[config.mk]
export PLATFORM = sky130hd
export DESIGN_NAME = rgb_color_fade_engine
export DESIGN_NICKNAME = d
export VERILOG_FILES = /design/src/rtl/core/rcfe_pkg.sv /design/src/rtl/core/rcfe_ctrl.sv /design/src/rtl/core/rcfe_datapath.sv /design/src/rtl/core/rgb_color_fade_engine.sv
export SDC_FILE = /design/constraint.sdc
export NUM_CORES = 1
export LEC_CHECK = 0
export ABC_AREA = 1
export BUFFER_PORTS_ARGS = -buffer_cell sky130_fd_sc_hd__buf_2
export CAP_MARGIN = 25
export CORE_AREA = 10 10 235 237
export DETAILED_ROUTE_END_ITERATION = 8
export DIE_AREA = 0 0 245 247
export PLACE_DENSITY = 0.63
export SLEW_MARGIN = 20
export SYNTH_ARGS = -nofsm -noshare
export SYNTH_HDL_FRONTEND = slang
export SYNTH_SLANG_ARGS = --single-unit
[constraint.sdc]
create_clock -name clk_i -period 6.93 [get_ports clk_i]
set_input_delay 1.0395 -clock clk_i [delete_from_list [all_inputs] [get_ports clk_i]]
set_output_delay 1.0395 -clock clk_i [all_outputs]
set_load 0.005 [all_outputs]
[src/rtl/core/rcfe_pkg.sv]
package rcfe_pkg;

  // Channel geometry: three 8-bit channels, red in the top lane.
  localparam int unsigned ChanW   = 8;
  localparam int unsigned NumChan = 3;
  localparam int unsigned ChanRed   = 2;
  localparam int unsigned ChanGreen = 1;
  localparam int unsigned ChanBlue  = 0;

  // The quotient of one channel always fits a channel, so the divider
  // needs one restoring step per quotient bit.
  localparam int unsigned DivSteps = ChanW;
  localparam int unsigned DivCntW  = $clog2(DivSteps);

  // Step count after reset.
  localparam logic [ChanW-1:0] StepsReset = 8'd32;

  // Item kinds.
  localparam logic KindStart = 1'b0;
  localparam logic KindTick  = 1'b1;

  // Fade modes. The fourth code is unused and a start carrying it is dropped.
  localparam logic [1:0] ModeBlend   = 2'd0;
  localparam logic [1:0] ModeFadeIn  = 2'd1;
  localparam logic [1:0] ModeFadeOut = 2'd2;
  localparam logic [1:0] ModeUnused  = 2'd3;

  typedef logic [ChanW-1:0] chan_t;
  typedef logic [NumChan-1:0][ChanW-1:0] color_t;

  typedef struct packed {
    logic       kind;
    logic [1:0] fade_mode;
    chan_t      target_red;
    chan_t      target_green;
    chan_t      target_blue;
  } in_item_t;

  typedef struct packed {
    chan_t frame_red;
    chan_t frame_green;
    chan_t frame_blue;
    logic  last_frame;
  } out_item_t;

  typedef enum logic [2:0] {
    StIdle,
    StMulFrom,
    StMulTo,
    StDivide,
    StWrite
  } rcfe_state_e;

  // Commands from the controller to the datapath.
  typedef struct packed {
    logic start;     // load a new fade from the accepted start item
    logic tick;      // latch step count and end flag for this frame
    logic mul_from;  // acc = from * (steps - index)
    logic mul_to;    // num = acc + to * index, seed the divider
    logic div_step;  // one restoring division step in every lane
    logic commit;    // load the output register and advance the fade
  } rcfe_cmd_t;

  // Status from the datapath to the controller.
  typedef struct packed {
    logic fading;      // a fade is in progress
    logic at_end;      // current index has reached the step count
    logic frame_last;  // frame being built is the final one
  } rcfe_status_t;

endpackage

[src/rtl/core/rcfe_ctrl.sv]
module rcfe_ctrl
  import rcfe_pkg::*;
(
  input  logic         clk_i,
  input  logic         rst_ni,
  input  logic         in_valid_i,
  output logic         in_stall_o,
  input  logic         in_kind_i,
  input  logic [1:0]   in_mode_i,
  output logic         out_valid_o,
  input  logic         out_stall_i,
  input  rcfe_status_t status_i,
  output rcfe_cmd_t    cmd_o
);

  rcfe_state_e        state_q, state_d;
  logic [DivCntW-1:0] cnt_q, cnt_d;
  logic               out_valid_q, out_valid_d;
  logic               in_xfer;
  logic               out_free;

  assign in_stall_o  = (state_q != StIdle);
  assign in_xfer     = in_valid_i && (state_q == StIdle);
  assign out_free    = !out_valid_q || !out_stall_i;
  assign out_valid_o = out_valid_q;

  // State, divider step count and output valid.
  always_ff @(posedge clk_i or negedge rst_ni) begin
    if (!rst_ni) begin
      state_q     <= StIdle;
      cnt_q       <= '0;
      out_valid_q <= 1'b0;
    end else begin
      state_q     <= state_d;
      cnt_q       <= cnt_d;
      out_valid_q <= out_valid_d;
    end
  end

  // Next state and commands.
  always_comb begin
    state_d = state_q;
    cnt_d   = cnt_q;
    cmd_o   = '0;

    // A waiting result leaves once the receiver takes it.
    out_valid_d = out_valid_q && out_stall_i;

    unique case (state_q)
      StIdle: begin
        if (in_xfer) begin
          if (in_kind_i == KindStart) begin
            cmd_o.start = (in_mode_i == ModeBlend) || (in_mode_i == ModeFadeIn) ||
                          (in_mode_i == ModeFadeOut);
          end else if (status_i.fading) begin
            cmd_o.tick = 1'b1;
            state_d    = status_i.at_end ? StWrite : StMulFrom;
          end
        end
      end
      StMulFrom: begin
        cmd_o.mul_from = 1'b1;
        state_d        = StMulTo;
      end
      StMulTo: begin
        cmd_o.mul_to = 1'b1;
        cnt_d        = '0;
        state_d      = StDivide;
      end
      StDivide: begin
        cmd_o.div_step = 1'b1;
        cnt_d          = cnt_q + 1'b1;
        if (cnt_q == DivCntW'(DivSteps - 1)) begin
          state_d = StWrite;
        end
      end
      StWrite: begin
        if (out_free) begin
          cmd_o.commit = 1'b1;
          out_valid_d  = 1'b1;
          state_d      = StIdle;
        end
      end
      default: begin
        state_d = StIdle;
      end
    endcase
  end

endmodule

[src/rtl/core/rcfe_datapath.sv]
module rcfe_datapath
  import rcfe_pkg::*;
(
  input  logic         clk_i,
  input  logic         rst_ni,
  input  logic         cfg_valid_i,
  input  chan_t        cfg_data_i,
  input  in_item_t     in_data_i,
  input  rcfe_cmd_t    cmd_i,
  output rcfe_status_t status_o,
  output out_item_t    out_data_o
);

  // Fade state.
  chan_t  fade_steps_q;
  color_t dominant_q;
  color_t from_q;
  color_t to_q;
  chan_t  step_q;
  logic   fading_q;
  logic   update_dom_q;

  // Per-frame working registers.
  chan_t  steps_q;
  logic   end_q;
  logic [NumChan-1:0][2*ChanW-1:0] acc_q;
  logic [NumChan-1:0][ChanW-1:0]   rem_q;
  logic [NumChan-1:0][ChanW-1:0]   quo_q;

  out_item_t out_q;
  color_t    target;
  color_t    frame;
  chan_t     weight_from;

  assign target = {in_data_i.target_red, in_data_i.target_green, in_data_i.target_blue};

  assign status_o.fading     = fading_q;
  assign status_o.at_end     = (step_q >= fade_steps_q);
  assign status_o.frame_last = end_q;

  // The index is below the step count on any frame that is interpolated.
  assign weight_from = steps_q - step_q;

  // Configuration register.
  always_ff @(posedge clk_i or negedge rst_ni) begin
    if (!rst_ni) begin
      fade_steps_q <= StepsReset;
    end else if (cfg_valid_i) begin
      fade_steps_q <= cfg_data_i;
    end
  end

  // Fade state: loaded by a start, advanced by each committed frame.
  always_ff @(posedge clk_i or negedge rst_ni) begin
    if (!rst_ni) begin
      dominant_q   <= '0;
      from_q       <= '0;
      to_q         <= '0;
      step_q       <= '0;
      fading_q     <= 1'b0;
      update_dom_q <= 1'b0;
    end else if (cmd_i.start) begin
      unique case (in_data_i.fade_mode)
        ModeBlend: begin
          from_q       <= dominant_q;
          to_q         <= target;
          update_dom_q <= 1'b1;
        end
        ModeFadeIn: begin
          from_q       <= '0;
          to_q         <= target;
          update_dom_q <= 1'b0;
        end
        default: begin
          from_q       <= target;
          to_q         <= '0;
          update_dom_q <= 1'b0;
        end
      endcase
      step_q   <= '0;
      fading_q <= 1'b1;
    end else if (cmd_i.commit) begin
      if (end_q) begin
        fading_q     <= 1'b0;
        update_dom_q <= 1'b0;
        step_q       <= '0;
        if (update_dom_q) begin
          dominant_q <= to_q;
        end
      end else begin
        step_q <= step_q + 1'b1;
      end
    end
  end

  // Step count and end flag are fixed for the frame being built.
  always_ff @(posedge clk_i) begin
    if (cmd_i.tick) begin
      steps_q <= fade_steps_q;
      end_q   <= (step_q >= fade_steps_q);
    end
  end

  // One lane per channel: the mul_from and mul_to steps build
  // from*(steps-index) + to*index, then a restoring divider by steps
  // shifts the quotient into quo_q one bit per cycle.
  for (genvar c = 0; c < NumChan; c++) begin : g_lane
    logic [2*ChanW-1:0] prod_to;
    logic [ChanW:0]     trial;
    logic [ChanW:0]     diff;
    logic               fits;

    assign prod_to = 16'(to_q[c] * step_q);
    assign trial   = {rem_q[c], quo_q[c][ChanW-1]};
    assign diff    = trial - {1'b0, steps_q};
    assign fits    = (trial >= {1'b0, steps_q});

    always_ff @(posedge clk_i) begin
      if (cmd_i.mul_from) begin
        acc_q[c] <= 16'(from_q[c] * weight_from);
      end
      if (cmd_i.mul_to) begin
        // The high byte of the numerator is below the divisor, which
        // keeps the whole quotient within one channel.
        {rem_q[c], quo_q[c]} <= acc_q[c] + prod_to;
      end else if (cmd_i.div_step) begin
        rem_q[c] <= fits ? diff[ChanW-1:0] : trial[ChanW-1:0];
        quo_q[c] <= {quo_q[c][ChanW-2:0], fits};
      end
    end
  end

  // The final frame is the end color exactly; others come from the divider.
  assign frame = end_q ? to_q : color_t'(quo_q);

  // Output register.
  always_ff @(posedge clk_i) begin
    if (cmd_i.commit) begin
      out_q.frame_red   <= frame[ChanRed];
      out_q.frame_green <= frame[ChanGreen];
      out_q.frame_blue  <= frame[ChanBlue];
      out_q.last_frame  <= end_q;
    end
  end

  assign out_data_o = out_q;

endmodule

[src/rtl/core/rgb_color_fade_engine.sv]
// Linear RGB crossfade engine. A start item (kind 0) loads a target color and
// a fade mode and produces no frame; each tick item (kind 1) during a fade
// produces one frame, fade_steps+1 frames in all, the last one flagged, and
// ticks outside a fade produce nothing. A start is taken without leaving the
// idle state. A tick that interpolates keeps in_stall_o high after its transfer
// through the multiply states, then the states of the bit-per-cycle restoring
// divider that runs in each channel lane, then the write into the output
// register; the final frame of a fade needs no division and goes straight
// to its write. The output register holds a finished frame while the next
// item is taken; a frame that reaches its write while that register still
// holds an untaken result waits there, with the input stalled, until the
// receiver takes it.
// fade_steps may be written only while the block is idle.
module rgb_color_fade_engine
  import rcfe_pkg::*;
(
  input  logic      clk_i,
  input  logic      rst_ni,
  input  logic      cfg_valid_i,
  output logic      cfg_ready_o,
  input  chan_t     cfg_data_i,
  input  logic      in_valid_i,
  output logic      in_stall_o,
  input  in_item_t  in_data_i,
  output logic      out_valid_o,
  input  logic      out_stall_i,
  output out_item_t out_data_o
);

  rcfe_cmd_t    cmd;
  rcfe_status_t status;
  logic         cfg_xfer;

  assign cfg_ready_o = 1'b1;
  assign cfg_xfer    = cfg_valid_i && cfg_ready_o;

  rcfe_ctrl u_ctrl (
    .clk_i       (clk_i),
    .rst_ni      (rst_ni),
    .in_valid_i  (in_valid_i),
    .in_stall_o  (in_stall_o),
    .in_kind_i   (in_data_i.kind),
    .in_mode_i   (in_data_i.fade_mode),
    .out_valid_o (out_valid_o),
    .out_stall_i (out_stall_i),
    .status_i    (status),
    .cmd_o       (cmd)
  );

  rcfe_datapath u_datapath (
    .clk_i       (clk_i),
    .rst_ni      (rst_ni),
    .cfg_valid_i (cfg_xfer),
    .cfg_data_i  (cfg_data_i),
    .in_data_i   (in_data_i),
    .cmd_i       (cmd),
    .status_o    (status),
    .out_data_o  (out_data_o)
  );

  // A frame is never written over a result the receiver has not taken.
  a_commit_free: assert property (@(posedge clk_i) disable iff (!rst_ni)
    cmd.commit |-> (!out_valid_o || !out_stall_i))
    else $error("frame written over a pending result");

  // Committing the final frame ends the fade.
  a_last_ends: assert property (@(posedge clk_i) disable iff (!rst_ni)
    (cmd.commit && status.frame_last) |=> !status.fading)
    else $error("fade still running after its final frame");

  // A tick outside a fade is dropped without occupying the block.
  a_idle_tick: assert property (@(posedge clk_i) disable iff (!rst_ni)
    (in_valid_i && !in_stall_o && (in_data_i.kind == KindTick) && !status.fading)
    |=> !in_stall_o)
    else $error("idle tick started work");

  // Every committed frame raises the output valid.
  a_commit_valid: assert property (@(posedge clk_i) disable iff (!rst_ni)
    cmd.commit |=> out_valid_o)
    else $error("committed frame not presented");

endmodule

==> impl_metrics.env <==
export IMPL_netlist_top_cells_count="nand2_1 (732), inv_1 (679), fa_1 (262)"
export IMPL_die_h_um=247
export IMPL_cp_cell_sequence="ha_1 > nand2_2 > o21ai_2 > nand2_1 > o21bai_1 > nand2_2 > nand2_2 > nor2_1 > fa_1 > fa_1 > fa_1 > inv_1 > fa_1 > inv_1 > ha_1 > a21oi_1 > o21ai_0 > nand2_1 > nand3_1 > nand2_1 > nand2_1"
export IMPL_antenna_cells=0
export IMPL_seqCellArea_um2=6330
export IMPL_critical_path_class="flip-flop to flip-flop"
export IMPL_vias_per_cell=5.24
export IMPL_place_gp_congestion=0.896
export IMPL_synth_edff_count=130
export IMPL_clk_path_buf_depth=3
export IMPL_cap_violations=0
export IMPL_first_global_vias=19400
export IMPL_synth_nets=3663
export IMPL_synth_area_leaders="fa_1 (21%), edfxtp_1 (16%), ha_1 (13%)"
export IMPL_synthesis_area_um2=25000
export IMPL_io_pins=68
export IMPL_cts_setup_buffers=0
export IMPL_dpl_hpwl_mm=52.1
export IMPL_syn_area_per_cell_um2=8.07
export IMPL_r2r_end="u_datapath.acc_q[31]$_DFFE_PP_"
export IMPL_fin_crit_sh=0.821
export IMPL_synthToLayoutAreaGrowth_pct=7.19
export IMPL_grt_max_degree=68
export IMPL_reg2regPathDepth=21
export IMPL_synthMostInstantiatedCell="nand2_1"
export IMPL_cts_tree="done"
export IMPL_setup_viol=0
export IMPL_global_route_usage_met3=0.0355
export IMPL_final_hold_viol_count=0
export IMPL_cp_required_ns=7.26
export IMPL_drive_gt1_frac=0.0567
export IMPL_synth_distinct_cells=49
export IMPL_num_rows=83
export IMPL_clk_pin_slew_ns=0.06
export IMPL_grt_pass1_wl_mm=106
export IMPL_top_usage_layer="met2"
export IMPL_cp_slowest_stage_delay_ns=0.64
export IMPL_synth_seq_area_share=0.253
export IMPL_status="finished, final reports clean"
export IMPL_synth_top_area_frac=0.209
export IMPL_nNetsFinal=3678
export IMPL_cts_max_level=1
export IMPL_yosysTopAreaCell="fa_1"
export IMPL_drc_errors=0
export IMPL_cts_sinks=227
export IMPL_crit_arrival_ns=6.02
export IMPL_crit_start="u_datapath.steps_q[1]$_DFFE_PP_"
export IMPL_design_area_um2=26800
export IMPL_multi_input_area_um2=15700
export IMPL_via_count=20000
export IMPL_portBuffers=66
export IMPL_fin_skew_ns=0.0124
export IMPL_report_final_slew_viol_count=0
export IMPL_avgRoutedWirePerCell_um=17.3
export IMPL_setup_tns_ns=0
export IMPL_met1_usage=0.319
export IMPL_dpl_instance_area_um2=26000
export IMPL_drtAntennaViolNets=0
export IMPL_hp_class="primary input to asynchronous set/reset pin"
export IMPL_period_minus_slack_ns=5.69
export IMPL_worstReg2RegStart="u_datapath.steps_q[1]$_DFFE_PP_"
export IMPL_initial_utilization=0.494
export IMPL_drt_initial_drc_count=1456
export IMPL_worst_pin_slew_ns=1.04
export IMPL_grt_usage=0.219
export IMPL_end_kind="flip-flop"
export IMPL_ys_warn_count=0
export IMPL_async_flop_share=0.427
export IMPL_core_area_um2=50700
export IMPL_rsz0062_at_grt="no"
export IMPL_die_x_um=245
export IMPL_cts_resized=0
export IMPL_r2r_setup_slack_ns=1.24
export IMPL_synth_main_ff_cell="edfxtp_1"
export IMPL_grt_overflow=0
export IMPL_root_buffer="clkbuf_16"
export IMPL_insertion_delay_ns=0.58
export IMPL_cts_made_buffers=27
export IMPL_syn_instance_count=3105
export IMPL_relSlewSlack=0.308
export IMPL_grt_use_met2=0.337
export IMPL_cp_max_fo=15
export IMPL_n_fill_cell=4875
export IMPL_fmax_mhz=176
export IMPL_ys_seq_elements=227
export IMPL_slowest_stage="edfxtp_1"
export IMPL_routed_wl_mm=66.0
export IMPL_dr_pass1_iters=5
export IMPL_grt_antenna_before_repair=0
export IMPL_die_area_um2=60500
export IMPL_startpoint_type="flip-flop"
export IMPL_cts_hold_buffers=0
-- how the worst max path moves through the flow --
| stage | end | slack (ns) | cells past startpoint |
|---|---|---|---|
| finish | u_datapath.acc_q[31]$_DFFE_PP_ | 1.24 | 21 |
| global route | u_datapath.acc_q[30]$_DFFE_PP_ | 0.93 | 20 |
| CTS | u_datapath.acc_q[31]$_DFFE_PP_ | 1.24 | 21 |
| detailed placement | u_datapath.acc_q[31]$_DFFE_PP_ | 1.26 | 21 |
| global placement | u_datapath.acc_q[27]$_DFFE_PP_ | 1.35 | 19 |
| floorplan | u_datapath.acc_q[28]$_DFFE_PP_ | 1.46 | 25 |
-- critical path: cells and delay by family (launching register included) --
kind	cells	cell delay, ns
buf+inv	2	0.09
compound gates	4	0.82
fa+ha+maj	6	2.69
flops	1	0.64
simple gates	9	1.19
-- state kept, by name, summed over array words and instances, names as in the netlist --
name	flops
u_ctrl.cnt_q	3
u_ctrl.out_valid_o	1
u_ctrl.state_q	3
u_datapath.acc_q	48
u_datapath.dominant_q	24
u_datapath.end_q	1
u_datapath.fade_steps_q	8
u_datapath.fading_q	1
u_datapath.from_q	24
u_datapath.g_lane.trial	27
u_datapath.out_data_o	25
u_datapath.quo_q	21
u_datapath.step_q	8
u_datapath.steps_q	8
u_datapath.to_q	24
u_datapath.update_dom_q	1
-- metal layers --
layer,wire length [um],vias to the layer above
met4,1270,0
met3,4750,77
li1,-,9592
met5,0,-
met1,31100,9725
met2,28900,616
-- metrics by stage --
stage / std cells / hold WS (ns) / setup WS (ns) / util
6_report: 3821 / 0.423 / 1.24 / 0.530
4_1_cts: 3820 / 0.409 / 1.24 / 0.529
3_5_place_dp: 3770 / 0.434 / 1.26 / 0.512
2_1_floorplan: 3105 / 0.424 / 1.46 / -
3_3_place_gp: 3770 / 0.432 / 1.35 / 0.512
5_1_grt: 3821 / 0.442 / 0.926 / 0.530
-- area by class of cell --
type                            count  area share
Clock inverter                     21     0.00629
Clock buffer                       29      0.0258
Tap cell                          680      0.0317
Multi-Input combinational cell   2093       0.586
Sequential cell                   227       0.236
Inverter                          683      0.0956
Timing Repair Buffer               88      0.0190
-- layout by cell type (no fill, tap or decap), types with 12 or more instances in the layout --
| cell | synthesis | layout |
|---|---|---|
| a31oi_1 | 15 | 15 |
| ha_1 | 256 | 256 |
| fa_1 | 262 | 261 |
| nand4_1 | 28 | 28 |
| nand3_1 | 202 | 202 |
| dfrtp_1 | 96 | 96 |
| nand2_2 | 12 | 12 |
| clkbuf_16 | 0 | 27 |
| nand3b_1 | 14 | 14 |
| nor2_1 | 234 | 233 |
| o21ai_1 | 19 | 19 |
| o21ai_0 | 111 | 111 |
| xor2_1 | 32 | 31 |
| xnor2_1 | 38 | 36 |
| buf_2 | 22 | 65 |
| nor2_2 | 14 | 14 |
| buf_4 | 4 | 22 |
| a21oi_1 | 57 | 57 |
| inv_1 | 679 | 679 |
| edfxtp_1 | 130 | 130 |
| a22oi_1 | 18 | 18 |
| nand2_1 | 732 | 732 |
-- cells by family (layout without fill, tap and decap cells) --
group / Yosys count / in the layout / synth area share
buffers and inverters: 785 / 821 / 0.121
DFF: 227 / 227 / 0.253
xor gates and xnor gates: 70 / 70 / 0.0245
adders and majority gates: 518 / 518 / 0.337
and+or+nand+nor: 1260 / 1260 / 0.210
AOI/OAI and AO/OA: 243 / 243 / 0.0540
other: 1 / 1 / 0.000150
muxes: 1 / 1 / 0.000450
Power is left out: the tool's default activity adds up to more than one toggle a clock period on the data nets, which glitch-free logic cannot reach.
